**config.mk**
```make
export PLATFORM = sky130hd
export DESIGN_NAME = tpbb_blur
export DESIGN_NICKNAME = d
export VERILOG_FILES = /design/src/rtl/tpbb_pkg.sv /design/src/rtl/tpbb_div.sv /design/src/rtl/tpbb_blur.sv
export SDC_FILE = /design/constraint.sdc
export NUM_CORES = 1
export LEC_CHECK = 0
export BUFFER_PORTS_ARGS = -buffer_cell sky130_fd_sc_hd__buf_2
export CORE_UTILIZATION = 55
export DETAILED_ROUTE_END_ITERATION = 6
export PLACE_DENSITY = 0.74
export SYNTH_ARGS = -nofsm -noshare
export SYNTH_HDL_FRONTEND = slang
export SYNTH_SLANG_ARGS = --single-unit
```
**constraint.sdc**
```tcl
create_clock -name clk -period 22.9 [get_ports clk]
set_input_delay 1.145 -clock clk [delete_from_list [all_inputs] [get_ports clk]]
set_output_delay 1.145 -clock clk [all_outputs]
set_load 0.005 [all_outputs]
```
**src/rtl/tpbb_pkg.sv**
```systemverilog
`default_nettype none
package tpbb_pkg;
	localparam int MAX_WIDTH = 512;
	localparam int MAX_HEIGHT = 512;
	localparam int MAX_RADIUS = 63;
	localparam int FRAME_CELLS = MAX_WIDTH * MAX_HEIGHT;
	localparam int ADDR_W = $clog2(FRAME_CELLS);
	localparam int XW = $clog2(MAX_WIDTH + 1);
	localparam int YW = $clog2(MAX_HEIGHT + 1);
	localparam int RW = $clog2(MAX_RADIUS + 1);
	localparam int DIMW = (XW > YW) ? XW : YW;
	localparam int CNTW = $clog2(2 * MAX_RADIUS + 2);
	localparam int SUMW = 8 + CNTW;
	localparam int CFG_W = 10;
	localparam int CFG_IDX_W = 3;

	localparam logic [CFG_IDX_W-1:0] REG_WIDTH = 3'd0;
	localparam logic [CFG_IDX_W-1:0] REG_HEIGHT = 3'd1;
	localparam logic [CFG_IDX_W-1:0] REG_RAD1 = 3'd2;
	localparam logic [CFG_IDX_W-1:0] REG_RAD2 = 3'd3;
	localparam logic [CFG_IDX_W-1:0] REG_RAD3 = 3'd4;

	typedef struct packed {
		logic mode;
		logic [23:0] pixel_in;
	} in_item_t;

	typedef struct packed {
		logic [23:0] pixel_out;
		logic last_pixel;
		logic not_ready;
	} out_item_t;

	typedef enum logic [2:0] {
		ST_IDLE, ST_BLUR, ST_READ, ST_RWAIT, ST_OUT
	} top_state_t;

	typedef enum logic [2:0] {
		BL_IDLE, BL_LINE, BL_PRE, BL_RUN, BL_DIV, BL_NEXT
	} blur_state_t;

	typedef struct packed {
		logic start;
		logic [XW-1:0] width;
		logic [YW-1:0] height;
		logic [RW-1:0] r1;
		logic [RW-1:0] r2;
		logic [RW-1:0] r3;
	} blur_ctl_t;
endpackage
`default_nettype wire

```
**src/rtl/tpbb_div.sv**
```systemverilog
`default_nettype none
module tpbb_div import tpbb_pkg::*; (
	input wire logic clk,
	input wire logic arst_n,
	input wire logic start,
	input wire logic [SUMW-1:0] num,
	input wire logic [CNTW-1:0] den,
	output logic busy,
	output logic [7:0] quo
);
	// restoring divide, one quotient bit per cycle
	logic [SUMW-1:0] rem_q;
	logic [SUMW-1:0] num_q;
	logic [CNTW-1:0] den_q;
	logic [3:0] cnt_q;
	logic [SUMW:0] trial;

	always_comb trial = {rem_q, num_q[SUMW-1]} - {{(SUMW + 1 - CNTW){1'b0}}, den_q};

	always_ff @(posedge clk or negedge arst_n) begin
		if (!arst_n) begin
			busy <= 1'b0;
			cnt_q <= '0;
		end else if (start) begin
			busy <= 1'b1;
			cnt_q <= 4'(SUMW);
		end else if (busy) begin
			cnt_q <= cnt_q - 4'd1;
			if (cnt_q == 4'd1) busy <= 1'b0;
		end
	end

	always_ff @(posedge clk) begin
		if (start) begin
			rem_q <= '0;
			num_q <= num;
			den_q <= den;
		end else if (busy) begin
			num_q <= {num_q[SUMW-2:0], ~trial[SUMW]};
			rem_q <= trial[SUMW] ? {rem_q[SUMW-2:0], num_q[SUMW-1]} : trial[SUMW-1:0];
		end
	end
	assign quo = num_q[7:0];
endmodule
`default_nettype wire

```
**src/rtl/tpbb_blur.sv**
```systemverilog
`default_nettype none
module tpbb_blur import tpbb_pkg::*; (
	input wire logic clk,
	input wire logic arst_n,
	input wire blur_ctl_t ctl,
	output logic done,
	output logic [ADDR_W-1:0] src_raddr,
	input wire logic [23:0] src_rdata,
	output logic src_we,
	output logic [ADDR_W-1:0] src_waddr,
	output logic [23:0] src_wdata,
	output logic [ADDR_W-1:0] tmp_raddr,
	input wire logic [23:0] tmp_rdata,
	output logic tmp_we,
	output logic [ADDR_W-1:0] tmp_waddr,
	output logic [23:0] tmp_wdata
);
	// per output: read add pixel, read sub pixel, divide three channels
	blur_state_t state_q, state_d;
	logic [2:0] pass_q;
	logic vert_q;
	logic [DIMW-1:0] line_q, j_q, n, nlines;
	logic [DIMW-1:0] pre_q;
	logic [RW-1:0] r;
	logic [SUMW-1:0] sum_q [3];
	logic [1:0] ph_q;
	logic [1:0] ch_q;
	logic [7:0] res_q [3];
	logic [ADDR_W-1:0] raddr;
	logic [23:0] rdata;
	logic div_start, div_busy;
	logic [7:0] quo;
	logic [CNTW-1:0] cnt;
	logic [DIMW:0] lo, hi, addj, subj;
	logic add_ok, sub_ok;
	logic [DIMW-1:0] rdpos;

	always_comb begin
		n = vert_q ? DIMW'(ctl.height) : DIMW'(ctl.width);
		nlines = vert_q ? DIMW'(ctl.width) : DIMW'(ctl.height);
		unique case (pass_q)
			3'd0: r = ctl.r1;
			3'd1: r = ctl.r2;
			default: r = ctl.r3;
		endcase
		addj = (DIMW + 1)'(j_q) + (DIMW + 1)'(r);
		subj = (DIMW + 1)'(j_q) - (DIMW + 1)'(r) - 1'b1;
		add_ok = addj < (DIMW + 1)'(n);
		sub_ok = (DIMW + 1)'(j_q) >= (DIMW + 1)'(r) + 1'b1;
		lo = ((DIMW + 1)'(j_q) >= (DIMW + 1)'(r)) ? (DIMW + 1)'(j_q) - (DIMW + 1)'(r) : '0;
		hi = add_ok ? addj : (DIMW + 1)'(n) - 1'b1;
		cnt = CNTW'(hi - lo + 1'b1);
		rdpos = (state_q == BL_PRE) ? pre_q :
			(ph_q == 2'd0) ? addj[DIMW-1:0] : subj[DIMW-1:0];
	end

	function automatic logic [ADDR_W-1:0] pos(input logic v, input logic [DIMW-1:0] ln,
			input logic [DIMW-1:0] k, input logic [XW-1:0] w);
		logic [ADDR_W-1:0] a;
		if (v) a = ADDR_W'(k) * ADDR_W'(w) + ADDR_W'(ln);
		else a = ADDR_W'(ln) * ADDR_W'(w) + ADDR_W'(k);
		return a;
	endfunction

	always_comb raddr = pos(vert_q, line_q, rdpos, ctl.width);
	assign src_raddr = raddr;
	assign tmp_raddr = raddr;
	assign rdata = vert_q ? tmp_rdata : src_rdata;

	tpbb_div u_div (
		.clk(clk), .arst_n(arst_n), .start(div_start),
		.num(sum_q[ch_q]), .den(cnt), .busy(div_busy), .quo(quo)
	);

	always_comb begin
		state_d = state_q;
		unique case (state_q)
			BL_IDLE: if (ctl.start) state_d = BL_LINE;
			BL_LINE: state_d = (r == '0) ? BL_RUN : BL_PRE;
			BL_PRE: if (ph_q == 2'd1 && pre_q + 1'b1 == DIMW'(r)) state_d = BL_RUN;
			BL_RUN: if (ph_q == 2'd3) state_d = BL_DIV;
			BL_DIV: if (ch_q == 2'd2 && ph_q == 2'd2 && !div_busy) state_d = BL_NEXT;
			BL_NEXT: if (j_q + 1'b1 == n && line_q + 1'b1 == nlines && vert_q && pass_q == 3'd2)
				state_d = BL_IDLE;
				else state_d = (j_q + 1'b1 == n) ? BL_LINE : BL_RUN;
			default: state_d = BL_IDLE;
		endcase
	end

	always_comb begin
		div_start = (state_q == BL_DIV) && ph_q == 2'd0;
		done = (state_q == BL_NEXT) && (state_d == BL_IDLE);
		src_we = (state_q == BL_NEXT) && vert_q;
		tmp_we = (state_q == BL_NEXT) && !vert_q;
		src_waddr = pos(vert_q, line_q, j_q, ctl.width);
		tmp_waddr = src_waddr;
		src_wdata = {res_q[0], res_q[1], res_q[2]};
		tmp_wdata = src_wdata;
	end

	always_ff @(posedge clk or negedge arst_n) begin
		if (!arst_n) begin
			state_q <= BL_IDLE;
			pass_q <= '0;
			vert_q <= 1'b0;
			line_q <= '0;
			j_q <= '0;
			pre_q <= '0;
			ph_q <= '0;
			ch_q <= '0;
		end else begin
			state_q <= state_d;
			unique case (state_q)
				BL_IDLE: if (ctl.start) begin
					pass_q <= '0;
					vert_q <= 1'b0;
					line_q <= '0;
				end
				BL_LINE: begin
					j_q <= '0;
					pre_q <= '0;
					ph_q <= '0;
				end
				BL_PRE: begin
					if (ph_q == 2'd0) ph_q <= 2'd1;
					else begin
						ph_q <= '0;
						pre_q <= pre_q + 1'b1;
					end
				end
				BL_RUN: ph_q <= (ph_q == 2'd3) ? 2'd0 : ph_q + 1'b1;
				BL_DIV: begin
					if (ph_q == 2'd0) ph_q <= 2'd1;
					else if (ph_q == 2'd1) ph_q <= 2'd2;
					else if (!div_busy) begin
						ph_q <= '0;
						ch_q <= (ch_q == 2'd2) ? 2'd0 : ch_q + 1'b1;
					end
				end
				BL_NEXT: begin
					ph_q <= '0;
					if (j_q + 1'b1 == n) begin
						if (line_q + 1'b1 == nlines) begin
							line_q <= '0;
							vert_q <= !vert_q;
							if (vert_q) pass_q <= pass_q + 1'b1;
						end else line_q <= line_q + 1'b1;
					end else j_q <= j_q + 1'b1;
				end
				default: ;
			endcase
		end
	end

	// window sums; pixels 0..r-1 are preloaded before position zero
	always_ff @(posedge clk) begin
		if (state_q == BL_LINE) begin
			for (int c = 0; c < 3; c++) sum_q[c] <= '0;
		end
		if ((state_q == BL_RUN && ph_q == 2'd1 && add_ok) ||
				(state_q == BL_PRE && ph_q == 2'd1)) begin
			sum_q[0] <= sum_q[0] + SUMW'(rdata[23:16]);
			sum_q[1] <= sum_q[1] + SUMW'(rdata[15:8]);
			sum_q[2] <= sum_q[2] + SUMW'(rdata[7:0]);
		end
		if (state_q == BL_RUN && ph_q == 2'd3 && sub_ok) begin
			sum_q[0] <= sum_q[0] - SUMW'(rdata[23:16]);
			sum_q[1] <= sum_q[1] - SUMW'(rdata[15:8]);
			sum_q[2] <= sum_q[2] - SUMW'(rdata[7:0]);
		end
		if (state_q == BL_DIV && ph_q == 2'd2 && !div_busy) res_q[ch_q] <= quo;
	end
endmodule
`default_nettype wire

```
==> reports/qor.yml, run 1 <==
pwr:
  clock_power_share: 0.084
  p_total_mw: 3.356
  leakage_nw: 12.54
  power.internal_mw: 1.636
  seqPwrFrac: 0.150
  combPwrFrac: 0.766
  power.density_nw_per_um2: 128.4
  peakVddDrop_mv: 0.2144
  switchingPower_mw: 1.719
  swShare: 0.5123
sta:
  maxSlewViolCount: 0
  max_freq_ghz: 0.08421
  period_needed_ns: 11.88
  grt_setup_unrepaired: "false"
  fin_worst_skew_ns: 0.01240
  slew-limit-headroom: 0.1181
  tightest_slew_ns: 1.323
  setup_viol: 0
  timing.hold.ws_ns: 0.5013
  tns_ns: 0
  min_period_over_period: 0.5186
  finalHoldViolCount: 0
logic_synthesis:
  synth.distinct_cells: 88
  synth-edff-count: 91
  synthArstFlopShare: 0.3026
  yosysSeqAreaShare: 0.1701
  ys.flop_type: "edfxtp_1"
  ys_ff_latch: 152
  syn_area_per_cell_um2: 8.553
  syn_nets: 3455
  syn_inst: 2875
  syn_area_um2: 24590
  synth_warnings: 0
layout:
  fin_nets: 3506
  drive_gt1_frac: 0.1106
  diodes: 0
  stdcell_area_um2: 26130
  area_growth_pct: 6.253
critical_path:
  critPathBufInv: 6
  critPathArrivalTime_ns: 10.73
  reg2regPathDepth: 29
  critPathMaxFanout: 11
  r2r_start: "pass_q[0]"
  cp-end-kind: "output port"
  cp_slowest_stage_delay_ns: 0.94
  regToRegSetupSlack_ns: 15.68
  crit_type: "flop to output port"
  critPathMostFrequentCell: "fa_1"
  cpMaxStageDelayCell: "a21oi_1"
  path_delay_family: "adder cells"
  critPathLaunchType: "flop"
  crit_required_ns: 21.76
  r2r_end: "u_div.den_q[6]"
cts:
  cts_hold_buf: 0
  cts_made_buffers: 17
  numClockSinks: 152
  insertion_delay_ns: 0.44
  postCtsSetupBuffers: 0
  cts_root_buffer: "clkbuf_16"
  cts_tree: "done"
  cts_max_path_buffers: 2
  cts_max_level: 4
  clkTransAtPathRegs_ns: 0.07
  cts_resized: 0
global_routing:
  grt_max_degree: 77
  grt-ovfl-total: 0
  grt_pass1_vias: 20560
  grt_pass1_wl_mm: 106.6
  track_usage: 0.2992
  antenna_found_initial: 0
route:
  vias_per_cell: 5.901
  drc: 0
  drt_iter0_drc: 1720
  num_vias: 20840
  totalWireLength_mm: 67.47
  drt-wirelength-per-cell_um: 19.11
  ant_nets: 0
  first_pass_iters: 6
floorplanning:
  die_y_um: 213.5
  core-area_um2: 44120
  fp.dieArea_um2: 45560
  die_w_um: 213.5
  rows: 77
  initial_core_util: 0.5573
  pin_count: 212
flow_run:
  maxCapViolCount: 0
placement:
  finalWeightedCongestion: 0.9575
  placed_area_um2: 25560
  place_hpwl_mm: 51.58
  portBuffers: 211
worst_hold_path:
  min_to: "u_div.rem_q[1]"
  worstHoldStart: "u_div.rem_q[1]"
  hold_path_depth: 2
  hold_path_class: "flop to flop"
run_status:
  outcome: "completed"
[metal layers]
layer,part of all wire,track usage,up-vias
met5,0,0,-
met4,0.028,0.1000,0
met3,0.073,0.05009,122
met2,0.48,0.4950,814
met1,0.42,0.3973,10230
li1,-,-,9671
[worst register-to-register path: cells and delay by family, from the launching register on]
family	cells	cell delay, ns
buf+inv	3	0.45
simple gates	3	0.55
xor+xnor	4	0.79
fa+ha+maj	6	2.02
mux	1	0.36
flops	1	0.43
compound gates	12	2.35
[worst max-delay path by stage]
stage / from / to / cells after the start
after floorplan: ctl[12] / tmp_raddr[17] / 36
after global placement: ctl[6] / src_raddr[17] / 33
after detailed placement: ctl[12] / tmp_raddr[17] / 33
after CTS: pass_q[0] / tmp_raddr[17] / 34
after global routing: pass_q[0] / src_raddr[17] / 34
final: pass_q[0] / tmp_raddr[17] / 34
[power groups by stage]
stage | combinational [mW] | sequential [mW] | clock (mW)
floorplan | 1.98 | 0.459 | 0
global placement | 2.45 | 0.502 | 0
CTS | 2.56 | 0.501 | 0.286
detailed placement | 2.54 | 0.507 | 0
global route | 2.88 | 0.515 | 0.297
finish | 2.57 | 0.505 | 0.282
[Yosys cell counts, drive strengths merged, types with 91 or more instances]
library cell,count,area share
edfxtp,91,0.11
ha,276,0.14
and2,157,0.040
nor2,131,0.020
buf,92,0.026
o21ai,171,0.035
fa,215,0.18
inv,352,0.054
xnor2,121,0.043
a21oi,155,0.032
nand2,295,0.045
clkbuf,118,0.018
[cells by family after synthesis]
family                     Yosys count  share of synthesized area
xor gates and xnor gates           182                    0.06482
adders and majority gates          491                     0.3155
AOI/OAI and AO/OA                  573                     0.1476
and+or+nand+nor                    826                     0.1671
DFF                                152                     0.1701
muxes                               89                    0.03729
buffers and inverters              562                    0.09759
[cells in the final DEF, fill, tap and decap left out, drive strengths merged, types with 18 or more instances in the layout]
| cell type | Yosys | layout |
|---|---|---|
| mux2 | 18 | 18 |
| nand3 | 46 | 46 |
| o21bai | 28 | 28 |
| nor2b | 34 | 34 |
| inv | 352 | 357 |
| ha | 276 | 276 |
| nand4 | 20 | 20 |
| clkbuf | 118 | 18 |
| dfrtp | 46 | 46 |
| o21ai | 171 | 171 |
| a21oi | 155 | 155 |
| fa | 215 | 215 |
| mux2i | 71 | 71 |
| buf | 92 | 242 |
| and2 | 157 | 157 |
| nor2 | 131 | 131 |
| a2bb2oi | 22 | 22 |
| a21o | 31 | 31 |
| nor3 | 34 | 34 |
| xnor2 | 121 | 121 |
| edfxtp | 91 | 91 |
| nand2 | 295 | 295 |
| a211oi | 22 | 22 |
| xor2 | 61 | 61 |
| o21a | 21 | 21 |
| nand2b | 23 | 23 |
[registers in the layout (all words and copies together), names as in the netlist]
register and flops:
ch_q 2, pre_q 10, res_q 24, state_q 3
u_div.den_q 7, u_div.busy 1, vert_q 1, pass_q 3
line_q 10, ph_q 2, u_div.cnt_q 4, u_div.rem_q 15
j_q 10, sum_q 45, u_div.num_q 15
[final cells by class]
| class | instances | area (um^2) |
|---|---|---|
| Clock buffer | 18 | 429.2 |
| Clock inverter | 14 | 141.4 |
| Fill cell | 3932 | 18000 |
| Inverter | 352 | 1321 |
| Multi-Input combinational cell | 2161 | 18020 |
| Sequential cell | 152 | 4188 |
| Tap cell | 592 | 740.7 |
| Timing Repair Buffer | 242 | 1289 |
[stage by stage]
stage	worst slack, ns	utilization	instances
after floorplan	12.84	-	2875
after global placement	11.38	0.5792	3499
after detailed placement	11.27	0.5792	3499
after CTS	11.09	0.5922	3531
after global routing	10.49	0.5922	3531
final	11.02	0.5922	3531
Note: power is estimated with default switching activity, not from simulation.
==> run 2: changes to the inputs <==
ABC_AREA = 1   (was not set)
clock period = 12.1 ns   (was 22.9 ns; I/O delays follow)
==> run 2 against run 1 <==
  * The run now ends with design-rule violations left
  * Largest cell class unchanged
  * Highest routed layer unchanged
  * Flip-flop and latch count unchanged
  * Wire length increased by 4.9%
  * Hold slack got worse by 0.24 ns
  * Via count increased by 6.0%
  * Clock power increased by 95%
  * Synthesized area decreased by 0.38%
  * First-iteration DRC count decreased by 0.93%
  * Combinational power decreased by 29%
  * Critical path type unchanged
  * Largest power group unchanged
  * Core utilization increased by 0.98 points
  * Critical endpoint is now src_raddr[17]
==> reports/qor.yml, run 2 <==
layout:
  regMostFlops: "sum_q"
  largest_reg_flops: 45  # unchanged
  layout_common_cells: "nand2_1, inv_1, ha_1, fa_1, buf_2"
  layout_commonest_cell: "nand2_1"
  drive_gt1_frac: 0.09779  # -0.01279
  fill_cells: 3992  # +1.5%
  area_growth_pct: 6.778
  diodes: 0  # unchanged
  fin_nets: 3962  # +13%
  reg.largest.list: "sum_q (45), res_q (24)"
placement:
  dpl_worst_slack_ns: 2.703  # -8.570 ns
  portBuffers: 211  # unchanged
  place_hpwl_mm: 55.47  # +7.5%
  finalWeightedCongestion: 0.9414  # -1.7%
sta:
  slew-limit-headroom: 0.2135  # +0.09535
  maxSlewViolCount: 0  # unchanged
  grt_setup_unrepaired: "false"
  finalHoldViolCount: 0  # unchanged
  max_freq_ghz: 0.09982
  period_needed_ns: 10.02
  finalWorstSetupSlack_ns: 2.082  # -8.942 ns
  timing.hold.ws_ns: 0.2601  # -0.2412 ns
  fin_worst_skew_ns: 0.01903  # +0.006625 ns
  setup_viol: 0  # unchanged
  min_period_over_period: 0.8279
  tns_ns: 0  # unchanged
  tightest_slew_ns: 1.176  # -0.1472 ns
route:
  totalWireLength_mm: 70.75  # +4.9%
  num_vias: 22100  # +6.0%
  drt-wirelength-per-cell_um: 17.78  # -7.0%
  maxUsedRoutingLayer: "met4"
  vias_per_cell: 5.552  # -5.9%
  first_pass_iters: 7  # +1
  routed-wl-met2_mm: 33.37  # +3.4%
  met1Wirelength_mm: 30.37  # +7.2%
  ant_nets: 0  # unchanged
  drt_iter0_drc: 1704  # -0.93%
  drc: 4  # +4
  route.met3.wl_mm: 4.778  # -3.1%
pwr:
  leakage_nw: 14.27  # +14%
  peakVddDrop_mv: 0.4102  # +91%
  power.density_nw_per_um2: 115.4  # -10%
cts:
  cts_max_path_buffers: 2  # unchanged
  cts_root_buffer: "clkbuf_16"
  cts_resized: 0  # unchanged
  cts_tree: "done"
  numClockSinks: 152  # unchanged
  clkTransAtPathRegs_ns: 0.07  # about the same
  cts_max_level: 4  # unchanged
  postCtsSetupBuffers: 0  # unchanged
  cts_hold_buf: 0  # unchanged
  insertion_delay_ns: 0.45  # about the same
  cts_made_buffers: 17  # unchanged
critical_path:
  critPathLaunchType: "flop"
  cp-end-kind: "output port"
  crit_type: "flop to output port"
  cpMaxStageDelayCell: "fa_1"
  r2r_end: "u_div.den_q[6]"
  regToRegSetupSlack_ns: 5.86  # -9.82 ns
  r2r_start: "pass_q[1]"
  crit_required_ns: 11.49  # -10.27 ns
  critPathMaxFanout: 8  # -3
  cp_slowest_stage_delay_ns: 0.54  # -0.40 ns
  critPathMostFrequentCell: "inv_1"
  reg2regPathDepth: 31  # +6.9%
  critPathArrivalTime_ns: 9.41  # -1.32 ns
global_routing:
  grt_pass1_vias: 21750  # +5.8%
  grt-ovfl-total: 0  # unchanged
  track_usage: 0.3185  # +0.01930
  grt_pass1_wl_mm: 112.5  # +5.6%
  antenna_found_initial: 0  # unchanged
  grt_max_degree: 69  # -10%
flow_run:
  maxCapViolCount: 0  # unchanged
logic_synthesis:
  yosysSeqAreaShare: 0.1708  # +0.0006518
  synth.distinct_cells: 68  # -23%
  synth.most_common_cell: "nand2_1"
  synthArstFlopShare: 0.3026  # unchanged
  syn_inst: 3293  # +15%
  synth_warnings: 0  # unchanged
  synth-edff-count: 91  # unchanged
  syn_nets: 3873  # +12%
  syn_area_per_cell_um2: 7.439  # -13%
  ys.flop_type: "edfxtp_1"
  synth.top_cells.by_count: "nand2_1, inv_1, ha_1"
  yosysTopAreaCellShare: 0.1757  # +0.0006705
  ys_ff_latch: 152  # unchanged
  synth_area_leaders: "fa_1, ha_1, edfxtp_1, nand2_1, inv_1"
  synth_top_area_cell: "fa_1"
  syn_area_um2: 24500  # -0.38%
floorplanning:
  die_y_um: 213.0  # -0.19%
  pin_count: 212  # unchanged
  fp.dieArea_um2: 45390  # -0.38%
  die_w_um: 213.0  # -0.19%
  rows: 76  # -1.3%
  core-area_um2: 43460  # -1.5%
  initial_core_util: 0.5637  # +0.006409
run_status:
  violations: "design-rule violations"
  outcome: "complete, but fails checks"
worst_hold_path:
  hold_path_class: "primary input to asynchronous set/reset pin"
-- run 2: logic make-up after synthesis --
kind of cell,count (synthesis),share of synthesized area
AO/OA/AOI/OAI,504,0.1173
multiplexers,1,0.0004086
flip-flops,152,0.1708
XOR/XNOR,157,0.05751
AND/OR/NAND/NOR,1198,0.2051
adder cells (fa/ha/maj),491,0.3167
buffers and inverters,790,0.1323
-- run 2: per-layer routing --
metal | vias up | track usage
li1 | 10560 | -
met4 | 0 | 0.1104
met5 | - | 0
met1 | 10590 | 0.4207
met3 | 153 | 0.04442
met2 | 796 | 0.5338
-- run 2: metrics by stage --
step           total power [mW]  instances    util  area (um^2)
6_report                  3.020       3980  0.6019        26160
3_3_place_gp              2.416       3948  0.5876        25540
2_1_floorplan             1.963       3293       -        24500
5_1_grt                   3.264       3980  0.6019        26160
3_5_place_dp              2.449       3948  0.5876        25540
4_1_cts                   3.012       3980  0.6019        26160
-- run 2: worst max-delay path by stage --
stage | startpoint | to | slack [ns] | depth (start not counted)
finish | pass_q[1] | src_raddr[17] | 2.08 | 48
global placement | pass_q[0] | tmp_raddr[17] | 2.81 | 48
detailed placement | pass_q[0] | tmp_raddr[17] | 2.70 | 48
global route | pass_q[1] | tmp_raddr[15] | 1.39 | 46
CTS | pass_q[0] | tmp_raddr[17] | 2.19 | 48
floorplan | pass_q[0] | tmp_raddr[17] | 3.83 | 49
-- run 2: cell type report --
| type | count | area (um^2) | area share |
|---|---|---|---|
| clock buffer | 17 | 425.4 | 0.01626 |
| clock inverter | 15 | 196.4 | 0.007510 |
| timing repair buffer | 224 | 1154 | 0.04410 |
| multi-input combinational | 2351 | 17080 | 0.6529 |
| tap | 585 | 732.0 | 0.02798 |
| sequential | 152 | 4185 | 0.1600 |
| inverter | 636 | 2387 | 0.09127 |
-- run 2: worst max-delay path, delay by kind of cell, from the launching register on --
family | cells | cell delay [ns]
AND/OR/NAND/NOR | 18 | 2.26
AO/OA/AOI/OAI | 5 | 0.87
XOR/XNOR | 1 | 0.18
adder cells (fa/ha/maj) | 10 | 4.07
buffers and inverters | 14 | 1.21
flip-flops | 1 | 0.43
-- run 2: report_power, final --
part	total (mW)	switching [mW]	internal, mW
registers	0.649	0.0417	0.608
clock network	0.550	0.268	0.282
logic	1.82	1.07	0.750
total	3.02	1.38	1.64
==> run 3: changes to the inputs <==
ABC_AREA = 0   (was 1)
PLACE_DENSITY = 0.77   (was 0.74)
clock period = 8.4 ns   (was 12.1 ns; I/O delays follow)
==> run 3 against run 2 <==
  * Power grew to 3.8 times the previous value
  * Critical path type unchanged
  * Non-clock buffer count rose by 158
  * Global-route usage fell by 0.88 points
  * The flow finishes with violations (negative setup slack)
  * Sequential share of layout area fell by 0.92 points
  * Clock power rose by 51%
  * Setup slack got worse by 2.8 ns
  * Die area up 0.38%
==> reports/qor.yml, run 3 (synthesis gave the netlist of run 1 again) <==
route:
  totalWireLength_mm: 69.77  # -1.4%
  first_pass_iters: 5  # -2
  drt_iter0_drc: 1556  # -8.7%
  drt-wirelength-per-cell_um: 19.00  # +6.9%
  vias_per_cell: 5.830  # +5.0%
  num_vias: 21410  # -3.1%
  ant_nets: 0  # unchanged
  drc: 0  # -4
sta:
  period_needed_ns: 9.156
  finalWorstSetupSlack_ns: -0.7565  # -2.839 ns
  min_period_over_period: 1.090
  grt_setup_unrepaired: "true"
  setup_viol: 18  # +18
  fin_worst_skew_ns: 0.02935  # +0.01032 ns
  timing.hold.ws_ns: 0.08711  # -0.1730 ns
  finalHoldViolCount: 0  # unchanged
  tns_ns: -4.803  # -4.803 ns
  maxSlewViolCount: 0  # unchanged
  max_freq_ghz: 0.1092
  slew-limit-headroom: 0.2059  # -0.007524
  tightest_slew_ns: 1.181  # +0.005353 ns
placement:
  portBuffers: 211  # unchanged
  placed_area_um2: 26490  # +3.7%
  finalWeightedCongestion: 0.9250  # -1.7%
  dp_cells: 3608  # -8.6%
  dpl_worst_slack_ns: -0.5673  # -3.270 ns
  place_hpwl_mm: 53.49  # -3.6%
critical_path:
  regToRegSetupSlack_ns: 1.88  # -3.98 ns
  critPathArrivalTime_ns: 8.74  # -0.67 ns
  r2r_end: "u_div.den_q[6]"
  startpoint: "pass_q[0]"
  crit_required_ns: 7.98  # -3.51 ns
  cpMaxStageDelayCell: "fa_1"
  cp_slowest_stage_delay_ns: 0.53  # about the same
  crit_type: "flop to output port"
  reg2regPathDepth: 30  # -3.2%
  cp-end-kind: "output port"
  critPathBufInv: 8  # -6
  path_delay_family: "adder cells"
  critPathMaxFanout: 6  # -2
  critPathLaunchType: "flop"
  r2r_start: "pass_q[0]"
cts:
  cts_max_level: 4  # unchanged
  cts_hold_buf: 0  # unchanged
  cts_max_path_buffers: 2  # unchanged
  numClockSinks: 152  # unchanged
  cts_tree: "done"
  clkTransAtPathRegs_ns: 0.07  # about the same
  cts_root_buffer: "clkbuf_16"
  insertion_delay_ns: 0.47  # +0.02 ns
  cts_made_buffers: 17  # unchanged
global_routing:
  track_usage: 0.3097  # -0.008822
  grt-ovfl-total: 0  # unchanged
  grt_pass1_vias: 21970  # +0.98%
  grt_pass1_wl_mm: 111.4  # -1.0%
  grt_max_degree: 63  # -8.7%
  antenna_found_initial: 1  # +1
layout:
  layout_commonest_cell: "inv_1"
  regMostFlops: "sum_q"
  fin_nets: 3646  # -8.0%
  area_growth_pct: 12.92
  reg.largest.list: "sum_q (45), res_q (24)"
  layout_common_cells: "inv_1, nand2_1, ha_1, fa_1, buf_2"
  largest_reg_flops: 45  # unchanged
  stdcell_area_um2: 27770  # +6.2%
  stdcell_count: 3672  # -7.7%
  drive_gt1_frac: 0.1783  # +0.08051
  final_util: 0.6293  # +0.02741
floorplanning:
  initial_core_util: 0.5573  # -0.006409
  die_y_um: 213.5  # +0.19%
  pin_count: 212  # unchanged
  die_w_um: 213.5  # +0.19%
  rows: 77  # +1.3%
  fp.dieArea_um2: 45560  # +0.38%
  core-area_um2: 44120  # +1.5%
pwr:
  leakage_nw: 13.40  # -6.1%
  peakVddDrop_mv: 0.7740  # +89%
  p_total_mw: 11.42  # +280%
  power.density_nw_per_um2: 411.2  # +260%
run_status:
  violations: "negative setup slack"
  outcome: "complete, but fails checks"
worst_hold_path:
  hold_path_class: "primary input to asynchronous set/reset pin"
flow_run:
  maxCapViolCount: 0  # unchanged
run 3: cell type report:
| type | instances | area (um^2) |
|---|---|---|
| Clock inverter | 14 | 185.2 |
| Inverter | 352 | 1321 |
| Timing Repair Buffer | 382 | 2399 |
| Fill cell | 3653 | 16360 |
| Clock buffer | 18 | 429.2 |
| Multi-Input combinational cell | 2161 | 18500 |
| Sequential cell | 152 | 4188 |
| Antenna cell | 1 | 2.502 |
| Tap cell | 592 | 740.7 |
run 3: layer usage:
metal,up-vias,global-route usage,share of wire
li1,9939,-,-
met1,10430,0.3756,0.40
met2,812,0.5388,0.50
met3,227,0.04789,0.063
met4,0,0.1451,0.043
met5,-,0,0
run 3: worst max path at each step:
stage,slack [ns],cells past startpoint,to
floorplan,0.002,38,tmp_raddr[17]
global placement,-0.35,38,tmp_raddr[17]
detailed placement,-0.57,40,tmp_raddr[17]
CTS,-0.66,40,tmp_raddr[17]
global route,-1.09,40,src_raddr[17]
finish,-0.76,39,tmp_raddr[17]
run 3: power breakdown:
part / total [mW] / switching [mW] / internal, mW
sequential: 1.39 / 0.287 / 1.10
clock: 0.830 / 0.378 / 0.453
combinational: 9.20 / 4.86 / 4.34
total: 11.4 / 5.53 / 5.89
run 3: repair_timing:
item / CTS / global route
buffers inserted: 19 / 13
setup endpoints to repair: 20 / 22
pin swaps: 48 / 40
endpoints found under the hold margin: 0 / 0
gates cloned: 0 / 1
gates resized for setup: 63 / 43
